## config.mk

```make
export PLATFORM = sky130hd
export DESIGN_NAME = mecanum_wheel_mixer_ramp
export DESIGN_NICKNAME = d
export VERILOG_FILES = /design/src/design/mwm_pkg.sv /design/src/design/mwm_regs.sv /design/src/design/mwm_ctrl.sv /design/src/design/mwm_dp.sv /design/src/design/mecanum_wheel_mixer_ramp.sv
export SDC_FILE = /design/constraint.sdc
export NUM_CORES = 2
export LEC_CHECK = 0
export BUFFER_PORTS_ARGS = -buffer_cell sky130_fd_sc_hd__buf_2
export CORE_MARGIN = 5
export CORE_UTILIZATION = 32
export CTS_BUF_LIST = sky130_fd_sc_hd__clkbuf_4
export CTS_CLUSTER_SIZE = 10
export DETAILED_ROUTE_END_ITERATION = 10
export SYNTH_ARGS = -nofsm -noshare
export SYNTH_HDL_FRONTEND = slang
export SYNTH_HIERARCHICAL = 1
export SYNTH_SLANG_ARGS = --single-unit
```

## constraint.sdc

```tcl
create_clock -name i_clk -period 13.2 [get_ports i_clk]
set_clock_uncertainty 0.1 [all_clocks]
set_input_delay 2.64 -clock i_clk [delete_from_list [all_inputs] [get_ports i_clk]]
set_output_delay 2.64 -clock i_clk [all_outputs]
set_load 0.005 [all_outputs]
```

## src/design/mwm_pkg.sv

```systemverilog
// Shared types and constants for the mecanum wheel mixer with ramping.
// Used by the register block, the controller, the datapath and the checker.
package mwm_pkg;

    // Wheel lanes: front left, front right, rear left, rear right
    localparam int NUM_WHEELS = 4;
    localparam int NUM_AXES   = 3;
    localparam int WL_FL      = 0;
    localparam int WL_FR      = 1;
    localparam int WL_RL      = 2;
    localparam int WL_RR      = 3;
    localparam int AX_FWD     = 0;
    localparam int AX_LAT     = 1;
    localparam int AX_YAW     = 2;

    // Quotient bits of the rescale division (result never exceeds 127)
    localparam int DIV_STEPS  = 7;
    localparam int DIV_CNT_W  = $clog2(DIV_STEPS);

    localparam logic [7:0] WHEEL_LIMIT = 8'd127;

    // Configuration register map
    localparam int APB_ADDR_W = 4;
    localparam logic [1:0] REG_FORWARD_GAIN  = 2'd0;
    localparam logic [1:0] REG_LATERAL_GAIN  = 2'd1;
    localparam logic [1:0] REG_YAW_GAIN      = 2'd2;
    localparam logic [1:0] REG_RAMP_FRACTION = 2'd3;

    localparam logic [7:0] GAIN_RESET = 8'd16;
    localparam logic [8:0] RAMP_RESET = 9'd64;

    typedef struct packed {
        logic              mode;
        logic              link_up;
        logic signed [7:0] forward_cmd;
        logic signed [7:0] lateral_cmd;
        logic signed [7:0] turn_cmd;
        logic [8:0]        speed_scale;
    } t_drive_in;

    typedef struct packed {
        logic              halt;
        logic signed [7:0] front_left;
        logic signed [7:0] front_right;
        logic signed [7:0] rear_left;
        logic signed [7:0] rear_right;
    } t_wheel_out;

    typedef struct packed {
        logic [7:0] forward_gain;
        logic [7:0] lateral_gain;
        logic [7:0] yaw_gain;
        logic [8:0] ramp_fraction;
    } t_cfg;

    typedef enum logic [3:0] {
        ST_IDLE,
        ST_MUL1,
        ST_MUL2,
        ST_MIX,
        ST_MAXC,
        ST_DIV,
        ST_DFIN,
        ST_RMUL,
        ST_RUPD,
        ST_HALT
    } t_state;

    // Controller to datapath
    typedef struct packed {
        logic capture;
        logic clear_ramp;
        logic mul1;
        logic mul2;
        logic mix;
        logic maxc;
        logic div_step;
        logic div_fin;
        logic ramp_mul;
        logic ramp_upd;
        logic load_halt;
    } t_dp_cmd;

    // Datapath to controller
    typedef struct packed {
        logic link_was_up;
        logic need_scale;
    } t_dp_sts;

endpackage

```

## src/design/mwm_regs.sv

```systemverilog
// APB configuration registers: axis gains and ramp fraction.
// Depends on mwm_pkg for the register map and reset values.
module mwm_regs (
    input  logic                               i_clk,
    input  logic                               i_rst_n,
    input  logic                               psel,
    input  logic                               penable,
    input  logic                               pwrite,
    input  logic [mwm_pkg::APB_ADDR_W-1:0]     paddr,
    input  logic [31:0]                        pwdata,
    output logic [31:0]                        prdata,
    output logic                               pready,
    output mwm_pkg::t_cfg                      o_cfg
);
    import mwm_pkg::*;

    logic [7:0] r_forward_gain;
    logic [7:0] r_lateral_gain;
    logic [7:0] r_yaw_gain;
    logic [8:0] r_ramp_fraction;
    logic       wr_en;

    assign pready = 1'b1;
    assign wr_en  = psel && penable && pwrite;

    // Register writes, word index from paddr[3:2]
    always_ff @(posedge i_clk) begin
        if (!i_rst_n) begin
            r_forward_gain  <= GAIN_RESET;
            r_lateral_gain  <= GAIN_RESET;
            r_yaw_gain      <= GAIN_RESET;
            r_ramp_fraction <= RAMP_RESET;
        end else if (wr_en) begin
            case (paddr[3:2])
                REG_FORWARD_GAIN:  r_forward_gain  <= pwdata[7:0];
                REG_LATERAL_GAIN:  r_lateral_gain  <= pwdata[7:0];
                REG_YAW_GAIN:      r_yaw_gain      <= pwdata[7:0];
                REG_RAMP_FRACTION: r_ramp_fraction <= pwdata[8:0];
                default: ;
            endcase
        end
    end

    // Read mux
    always_comb begin
        case (paddr[3:2])
            REG_FORWARD_GAIN:  prdata = {24'd0, r_forward_gain};
            REG_LATERAL_GAIN:  prdata = {24'd0, r_lateral_gain};
            REG_YAW_GAIN:      prdata = {24'd0, r_yaw_gain};
            REG_RAMP_FRACTION: prdata = {23'd0, r_ramp_fraction};
            default:           prdata = 32'd0;
        endcase
    end

    assign o_cfg.forward_gain  = r_forward_gain;
    assign o_cfg.lateral_gain  = r_lateral_gain;
    assign o_cfg.yaw_gain      = r_yaw_gain;
    assign o_cfg.ramp_fraction = r_ramp_fraction;

endmodule

```

## src/design/mwm_ctrl.sv

```systemverilog
// Sequencer for one drive transaction: scale, mix, rescale, ramp, output, or a halt result.
// Depends on mwm_pkg for the state enum and command/status structs.
module mwm_ctrl (
    input  logic                 i_clk,
    input  logic                 i_rst_n,
    input  logic                 i_in_valid,
    input  mwm_pkg::t_drive_in   i_in_data,
    output logic                 o_in_ready,
    output logic                 o_out_valid,
    input  logic                 i_out_ready,
    output mwm_pkg::t_dp_cmd     o_cmd,
    input  mwm_pkg::t_dp_sts     i_sts
);
    import mwm_pkg::*;

    t_state               r_state, n_state;
    logic [DIV_CNT_W-1:0] r_div_cnt, n_div_cnt;
    logic                 r_out_valid, n_out_valid;
    logic                 out_free;

    always_ff @(posedge i_clk) begin
        if (!i_rst_n) begin
            r_state     <= ST_IDLE;
            r_div_cnt   <= '0;
            r_out_valid <= 1'b0;
        end else begin
            r_state     <= n_state;
            r_div_cnt   <= n_div_cnt;
            r_out_valid <= n_out_valid;
        end
    end

    // Next state and datapath commands
    always_comb begin
        n_state     = r_state;
        n_div_cnt   = r_div_cnt;
        o_cmd       = '0;
        out_free    = !r_out_valid || i_out_ready;
        n_out_valid = r_out_valid && !i_out_ready;
        case (r_state)
            ST_IDLE: begin
                if (i_in_valid) begin
                    o_cmd.capture = 1'b1;
                    if (i_in_data.mode) begin
                        o_cmd.clear_ramp = 1'b1;
                        n_state          = ST_HALT;
                    end else if (!i_in_data.link_up) begin
                        // halt only on the falling edge of the link flag
                        if (i_sts.link_was_up) begin
                            n_state = ST_HALT;
                        end
                    end else begin
                        n_state = ST_MUL1;
                    end
                end
            end
            ST_MUL1: begin
                o_cmd.mul1 = 1'b1;
                n_state    = ST_MUL2;
            end
            ST_MUL2: begin
                o_cmd.mul2 = 1'b1;
                n_state    = ST_MIX;
            end
            ST_MIX: begin
                o_cmd.mix = 1'b1;
                n_state   = ST_MAXC;
            end
            ST_MAXC: begin
                o_cmd.maxc = 1'b1;
                n_div_cnt  = '0;
                n_state    = i_sts.need_scale ? ST_DIV : ST_RMUL;
            end
            ST_DIV: begin
                o_cmd.div_step = 1'b1;
                if (r_div_cnt == DIV_CNT_W'(DIV_STEPS - 1)) begin
                    n_state = ST_DFIN;
                end else begin
                    n_div_cnt = r_div_cnt + 1'b1;
                end
            end
            ST_DFIN: begin
                o_cmd.div_fin = 1'b1;
                n_state       = ST_RMUL;
            end
            ST_RMUL: begin
                o_cmd.ramp_mul = 1'b1;
                n_state        = ST_RUPD;
            end
            ST_RUPD: begin
                // ramp state and output register update together
                if (out_free) begin
                    o_cmd.ramp_upd = 1'b1;
                    n_out_valid    = 1'b1;
                    n_state        = ST_IDLE;
                end
            end
            ST_HALT: begin
                if (out_free) begin
                    o_cmd.load_halt = 1'b1;
                    n_out_valid     = 1'b1;
                    n_state         = ST_IDLE;
                end
            end
            default: n_state = ST_IDLE;
        endcase
    end

    assign o_in_ready  = (r_state == ST_IDLE);
    assign o_out_valid = r_out_valid;

endmodule

```

## src/design/mwm_dp.sv

```systemverilog
// Datapath: axis scaling, wheel mixing, bit-serial rescale divider, ramp.
// Depends on mwm_pkg for payload, configuration and command/status types.
module mwm_dp (
    input  logic                 i_clk,
    input  logic                 i_rst_n,
    input  mwm_pkg::t_drive_in   i_in_data,
    input  mwm_pkg::t_cfg        i_cfg,
    input  mwm_pkg::t_dp_cmd     i_cmd,
    output mwm_pkg::t_dp_sts     o_sts,
    output mwm_pkg::t_wheel_out  o_out_data
);
    import mwm_pkg::*;

    t_drive_in          r_in;
    logic               r_link_was_up;
    logic signed [16:0] r_p1   [NUM_AXES];
    logic signed [25:0] r_p2   [NUM_AXES];
    logic signed [9:0]  r_sum  [NUM_WHEELS];
    logic [8:0]         r_mx;
    logic [8:0]         r_rem  [NUM_WHEELS];
    logic [6:0]         r_dvd  [NUM_WHEELS];
    logic signed [7:0]  r_tgt  [NUM_WHEELS];
    logic signed [18:0] r_rprod[NUM_WHEELS];
    logic signed [7:0]  r_ramp [NUM_WHEELS];
    t_wheel_out         r_out;

    logic signed [7:0]  cmd_ax  [NUM_AXES];
    logic [7:0]         gain_ax [NUM_AXES];
    logic [24:0]        pmag    [NUM_AXES];
    logic [12:0]        pq      [NUM_AXES];
    logic signed [7:0]  ax      [NUM_AXES];
    logic signed [9:0]  fx, lx, yx;
    logic signed [9:0]  mix     [NUM_WHEELS];
    logic [9:0]         sneg    [NUM_WHEELS];
    logic [8:0]         smag    [NUM_WHEELS];
    logic [8:0]         mx;
    logic [15:0]        dvd     [NUM_WHEELS];
    logic [9:0]         shifted [NUM_WHEELS];
    logic               qbit    [NUM_WHEELS];
    logic [7:0]         qext    [NUM_WHEELS];
    logic signed [8:0]  diff    [NUM_WHEELS];
    logic signed [19:0] vsum    [NUM_WHEELS];
    logic [19:0]        vmag    [NUM_WHEELS];
    logic [19:0]        vrnd    [NUM_WHEELS];
    logic [7:0]         rsat    [NUM_WHEELS];
    logic signed [7:0]  ramp_nx [NUM_WHEELS];

    assign cmd_ax[AX_FWD]  = r_in.forward_cmd;
    assign cmd_ax[AX_LAT]  = r_in.lateral_cmd;
    assign cmd_ax[AX_YAW]  = r_in.turn_cmd;
    assign gain_ax[AX_FWD] = i_cfg.forward_gain;
    assign gain_ax[AX_LAT] = i_cfg.lateral_gain;
    assign gain_ax[AX_YAW] = i_cfg.yaw_gain;

    // Axis result: truncate toward zero by 4096, saturate to -128..127
    always_comb begin
        for (int a = 0; a < NUM_AXES; a++) begin
            pmag[a] = r_p2[a][25] ? 25'(-r_p2[a]) : r_p2[a][24:0];
            pq[a]   = pmag[a][24:12];
            if (r_p2[a][25]) begin
                ax[a] = (pq[a] > 13'd128) ? 8'sh80 : 8'(-pq[a]);
            end else begin
                ax[a] = (pq[a] > 13'd127) ? 8'sd127 : 8'(pq[a]);
            end
        end
    end

    // Wheel mix
    assign fx = {{2{ax[AX_FWD][7]}}, ax[AX_FWD]};
    assign lx = {{2{ax[AX_LAT][7]}}, ax[AX_LAT]};
    assign yx = {{2{ax[AX_YAW][7]}}, ax[AX_YAW]};
    assign mix[WL_FL] = -fx - yx - lx;
    assign mix[WL_FR] = -fx + yx + lx;
    assign mix[WL_RL] = -fx - yx + lx;
    assign mix[WL_RR] = -fx + yx - lx;

    // Magnitudes, their maximum, and the rescale dividends |sum|*127
    always_comb begin
        mx = '0;
        for (int w = 0; w < NUM_WHEELS; w++) begin
            sneg[w] = -r_sum[w];
            smag[w] = r_sum[w][9] ? sneg[w][8:0] : r_sum[w][8:0];
            if (smag[w] > mx) begin
                mx = smag[w];
            end
            dvd[w] = {smag[w], 7'd0} - {7'd0, smag[w]};
        end
    end

    assign o_sts.need_scale  = (mx > {1'b0, WHEEL_LIMIT});
    assign o_sts.link_was_up = r_link_was_up;

    // Restoring divider step per wheel, quotient shifts into r_dvd
    always_comb begin
        for (int w = 0; w < NUM_WHEELS; w++) begin
            shifted[w] = {r_rem[w], r_dvd[w][6]};
            qbit[w]    = (shifted[w] >= {1'b0, r_mx});
            qext[w]    = {1'b0, r_dvd[w]};
        end
    end

    // Ramp: last*256 + frac*(target-last), round half away from zero
    always_comb begin
        for (int w = 0; w < NUM_WHEELS; w++) begin
            diff[w] = {r_tgt[w][7], r_tgt[w]} - {r_ramp[w][7], r_ramp[w]};
            vsum[w] = $signed({{4{r_ramp[w][7]}}, r_ramp[w], 8'd0})
                    + $signed({r_rprod[w][18], r_rprod[w]});
            vmag[w] = vsum[w][19] ? 20'(-vsum[w]) : vsum[w];
            vrnd[w] = vmag[w] + 20'd128;
            rsat[w] = (vrnd[w][19:8] > {4'd0, WHEEL_LIMIT}) ? WHEEL_LIMIT : vrnd[w][15:8];
            ramp_nx[w] = vsum[w][19] ? -rsat[w] : rsat[w];
        end
    end

    // Link flag history and ramp state
    always_ff @(posedge i_clk) begin
        if (!i_rst_n) begin
            r_link_was_up <= 1'b0;
            for (int w = 0; w < NUM_WHEELS; w++) begin
                r_ramp[w] <= '0;
            end
        end else begin
            if (i_cmd.capture) begin
                r_link_was_up <= i_in_data.link_up;
            end
            for (int w = 0; w < NUM_WHEELS; w++) begin
                if (i_cmd.clear_ramp) begin
                    r_ramp[w] <= '0;
                end else if (i_cmd.ramp_upd) begin
                    r_ramp[w] <= ramp_nx[w];
                end
            end
        end
    end

    // Working registers
    always_ff @(posedge i_clk) begin
        if (i_cmd.capture) begin
            r_in <= i_in_data;
        end
        for (int a = 0; a < NUM_AXES; a++) begin
            if (i_cmd.mul1) begin
                r_p1[a] <= cmd_ax[a] * $signed({1'b0, gain_ax[a]});
            end
            if (i_cmd.mul2) begin
                r_p2[a] <= r_p1[a] * $signed({1'b0, r_in.speed_scale});
            end
        end
        if (i_cmd.maxc) begin
            r_mx <= mx;
        end
        for (int w = 0; w < NUM_WHEELS; w++) begin
            if (i_cmd.mix) begin
                r_sum[w] <= mix[w];
            end
            if (i_cmd.maxc) begin
                r_rem[w] <= dvd[w][15:7];
                r_dvd[w] <= dvd[w][6:0];
                r_tgt[w] <= r_sum[w][7:0];
            end
            if (i_cmd.div_step) begin
                r_rem[w] <= qbit[w] ? 9'(shifted[w] - {1'b0, r_mx}) : shifted[w][8:0];
                r_dvd[w] <= {r_dvd[w][5:0], qbit[w]};
            end
            if (i_cmd.div_fin) begin
                r_tgt[w] <= r_sum[w][9] ? -qext[w] : qext[w];
            end
            if (i_cmd.ramp_mul) begin
                r_rprod[w] <= $signed({1'b0, i_cfg.ramp_fraction}) * diff[w];
            end
        end
        // Output register
        if (i_cmd.load_halt) begin
            r_out.halt        <= 1'b1;
            r_out.front_left  <= '0;
            r_out.front_right <= '0;
            r_out.rear_left   <= '0;
            r_out.rear_right  <= '0;
        end else if (i_cmd.ramp_upd) begin
            r_out.halt        <= 1'b0;
            r_out.front_left  <= ramp_nx[WL_FL];
            r_out.front_right <= ramp_nx[WL_FR];
            r_out.rear_left   <= ramp_nx[WL_RL];
            r_out.rear_right  <= ramp_nx[WL_RR];
        end
    end

    assign o_out_data = r_out;

endmodule

```

## src/design/mecanum_wheel_mixer_ramp.sv

```systemverilog
// Mecanum wheel mixer with normalization and ramping. A drive transaction
// is accepted in idle and its result is loaded into an output register
// after the scale, mix, maximum and ramp states, with the rescale divider
// states between them when the largest wheel sum exceeds 127; the next
// transaction is accepted once the sequencer is back in idle, even while
// that result still waits. The rescale is a one-bit-per-cycle restoring
// divider (seven quotient bits, four wheels in parallel). Stop and
// link-lost transactions go through the halt state, which loads a halt
// result; a link-down transaction with the link already down gives no
// result and leaves the sequencer in idle. A stalled output holds the
// sequencer in its last state until the output register is free. Built
// from mwm_regs, mwm_ctrl and mwm_dp.
module mecanum_wheel_mixer_ramp (
    input  logic                               i_clk,
    input  logic                               i_rst_n,
    input  logic                               i_in_valid,
    output logic                               o_in_ready,
    input  mwm_pkg::t_drive_in                 i_in_data,
    output logic                               o_out_valid,
    input  logic                               i_out_ready,
    output mwm_pkg::t_wheel_out                o_out_data,
    input  logic                               psel,
    input  logic                               penable,
    input  logic                               pwrite,
    input  logic [mwm_pkg::APB_ADDR_W-1:0]     paddr,
    input  logic [31:0]                        pwdata,
    output logic [31:0]                        prdata,
    output logic                               pready
);
    import mwm_pkg::*;

    t_cfg    cfg;
    t_dp_cmd dp_cmd;
    t_dp_sts dp_sts;

    mwm_regs u_regs (
        .i_clk   (i_clk),
        .i_rst_n (i_rst_n),
        .psel    (psel),
        .penable (penable),
        .pwrite  (pwrite),
        .paddr   (paddr),
        .pwdata  (pwdata),
        .prdata  (prdata),
        .pready  (pready),
        .o_cfg   (cfg)
    );

    mwm_ctrl u_ctrl (
        .i_clk       (i_clk),
        .i_rst_n     (i_rst_n),
        .i_in_valid  (i_in_valid),
        .i_in_data   (i_in_data),
        .o_in_ready  (o_in_ready),
        .o_out_valid (o_out_valid),
        .i_out_ready (i_out_ready),
        .o_cmd       (dp_cmd),
        .i_sts       (dp_sts)
    );

    mwm_dp u_dp (
        .i_clk      (i_clk),
        .i_rst_n    (i_rst_n),
        .i_in_data  (i_in_data),
        .i_cfg      (cfg),
        .i_cmd      (dp_cmd),
        .o_sts      (dp_sts),
        .o_out_data (o_out_data)
    );

endmodule

```

==> results.toml <==
[routing]
drc_errors = 0
wl_mm = 161
dr.max_layer_used = "met5"
drt-met1-wl_mm = 72.8
avgRoutedWirePerCell_um = 16.2
wl_met3_mm = 7.04
drt_pass1_iterations = 7
drt_iter0_drc = 2638
ant_nets = 0
vias = 49300
wl_met2_mm = 77.7
vias_per_cell = 4.96

[die]
core-area_sq_um = 205000
num_io_pins = 146
rows = 166
dieArea_sq_um = 215000
die_width_um = 464
die_h_um = 464
initial_core_util_pct = 32.2

[cts]
numCtsBuffers = 149
cts_buffer_depth = 3
clock-sinks = 488
insertion_delay_ns = 1.15
cts_root_buf = "clkbuf_4"
cts_resized = 0
clk_pin_slew_ns = 0.06
cts_max_level = 4
cts_tree = "done"
cts_setup_buffers = 0
cts_hold_buffers = 0

[critical_path]
worstSetupPathType = "flop to flop"
critical_path.endpoint_type = "flop"
cpMaxStageDelayCell = "a21oi_1"
crit_path_frequent_cell = "o21a_1"
critPathLaunchType = "flop"
cp_data_arrival_time_ns = 11.88
cp.required_ns = 14.12
reg2reg_setup_slack_ns = 2.24
worstPathMaxFanout = 14
slowest_delay_ns = 0.84

[synth]
yosys.cell_count.top_type = "inv_1"
async_reset_ff_share_pct = 0
synth_edf_count = 413
synthTopCellsByCount = "1027 x inv_1, 743 x ha_1, 707 x fa_1, 670 x nand2_1, 535 x and2_1"
yosys.area.top_type_share_pct = 21.5
synth_area_leaders = "fa_1 21%, edfxtp_1 19%, ha_1 14%"
synth_top_area_cell = "fa_1"
ys_types = 116
synth-seq-cells = 488
synth-main-ff-cell = "edfxtp_1"
yosys_warnings = 6
netlist_area_sq_um = 65800
yosysSeqAreaShare_pct = 21.1
avgSynthCellArea_sq_um = 9.37
synthCells = 7027

[min_path]
min_path_type = "flop to flop"

[sta]
post-route-period-util_pct = 83.1
finalMaxSlewViolations = 0
slew-limit-headroom_pct = 19.9
setup_viol = 0
rsz0062_at_grt = "no"
fmax_mhz = 91.2
tightest_slew_ns = 1.19
finalHoldViolCount = 0
tns_ns = 0
min_period_ns = 10.96

[placement]
place_congestion = 0.861
dp_hpwl_mm = 126
portBuffers = 96

[flow_run]
maxCapViolCount = 0

[grt]
grt_antenna_before_repair = 7
globalRouteOverflowTotal = 0
grt_pass1_wl_mm = 260
grt_max_degree = 93
first_global_vias = 50300
track_usage_pct = 14.7

[status]
status = "completed"

[layout]
nets = 8641
syn2layout_area_growth_pct = 8.02
drive_gt1_share_pct = 6.75
## registers in the layout, indices dropped and copies added, names as in the netlist, 28 cells and up
| name | flops |
|---|---|
| u_dp/r_ramp | 32 |
| u_dp/r_p1 | 51 |
| u_dp/r_dvd | 28 |
| u_dp/r_rem | 36 |
| u_dp/r_p2 | 78 |
| u_dp/r_tgt | 32 |
| u_dp/r_rprod | 76 |
| u_dp/o_out_data | 33 |
| u_dp/r_sum | 38 |
## final cells by class
type,count,area (sq um)
multi-input cells,5292,47200
fillers,20900,133000
repair buffers,152,901
clock inverters,65,394
inverters,1030,3870
flip-flops and latches,488,13900
well taps,2688,3360
diodes,12,30.0
clock buffers,200,1500
## metal layers
| metal | vias to the layer above | global-route usage (%) |
|---|---|---|
| met5 | - | 0 |
| met4 | 4 | 3.70 |
| met3 | 206 | 2.12 |
| met2 | 989 | 25.2 |
| met1 | 24500 | 19.4 |
| li1 | 23600 | - |
## kinds of logic after synthesis
family          count (synthesis)  synth area share, %
flops                         488                 21.1
buf+inv                      1269                 7.45
xor+xnor                      471                 6.32
compound gates               1060                 10.6
mux                           101                 1.73
other cells                     2               0.0114
fa+ha+maj                    1450                 35.6
simple gates                 2186                 17.2
## critical path: cells and delay by family (launching register included)
| kind | cells | cell delay (ns) |
|---|---|---|
| XOR/XNOR | 1 | 0.57 |
| AND/OR/NAND/NOR | 10 | 2.42 |
| adder cells (fa/ha/maj) | 4 | 1.08 |
| AO/OA/AOI/OAI | 26 | 4.80 |
| buffers and inverters | 3 | 0.63 |
| multiplexers | 1 | 0.44 |
| flip-flops | 1 | 0.76 |
## metrics by stage
stage	cells	cell area, sq um	hold WS [ns]	setup slack, ns	utilization (%)
after floorplan	7049	65900	0.343	3.78	-
after detailed placement	9650	69200	0.342	2.35	33.8
after global routing	9925	71100	0.375	1.65	34.8
after global placement	9650	69200	0.332	2.31	33.8
after CTS	9915	71100	0.357	2.36	34.8
final	9927	71100	0.355	2.24	34.8
## worst paths after layout
path / from / cells past startpoint / endpoint
setup / recovery: u_dp/r_sum[2][0]$_DFFE_PP_ / 45 / u_ctrl/r_state[1]$_SDFFE_PN0P_
hold / removal: u_dp/o_out_data[32]$_SDFFE_PP1P_ / 1 / u_dp/o_out_data[32]$_SDFFE_PP1P_
setup reg to reg: u_dp/r_sum[2][0]$_DFFE_PP_ / 45 / u_ctrl/r_state[1]$_SDFFE_PN0P_
hold reg to reg: u_dp/o_out_data[32]$_SDFFE_PP1P_ / 1 / u_dp/o_out_data[32]$_SDFFE_PP1P_
## cells in the final DEF (no fill, tap or decap), types with 126 or more instances in the layout
cell type	instances
a21oi_1	279
and2_1	534
clkbuf_4	200
edfxtp_1	413
fa_1	707
ha_1	743
inv_1	1027
nand2_1	670
nand2b_1	126
nor2_1	309
o21ai_0	211
xnor2_1	328
xor2_1	139
Power is left out: the tool's default activity adds up to more than one toggle a clock period on the data nets, which glitch-free logic cannot reach.
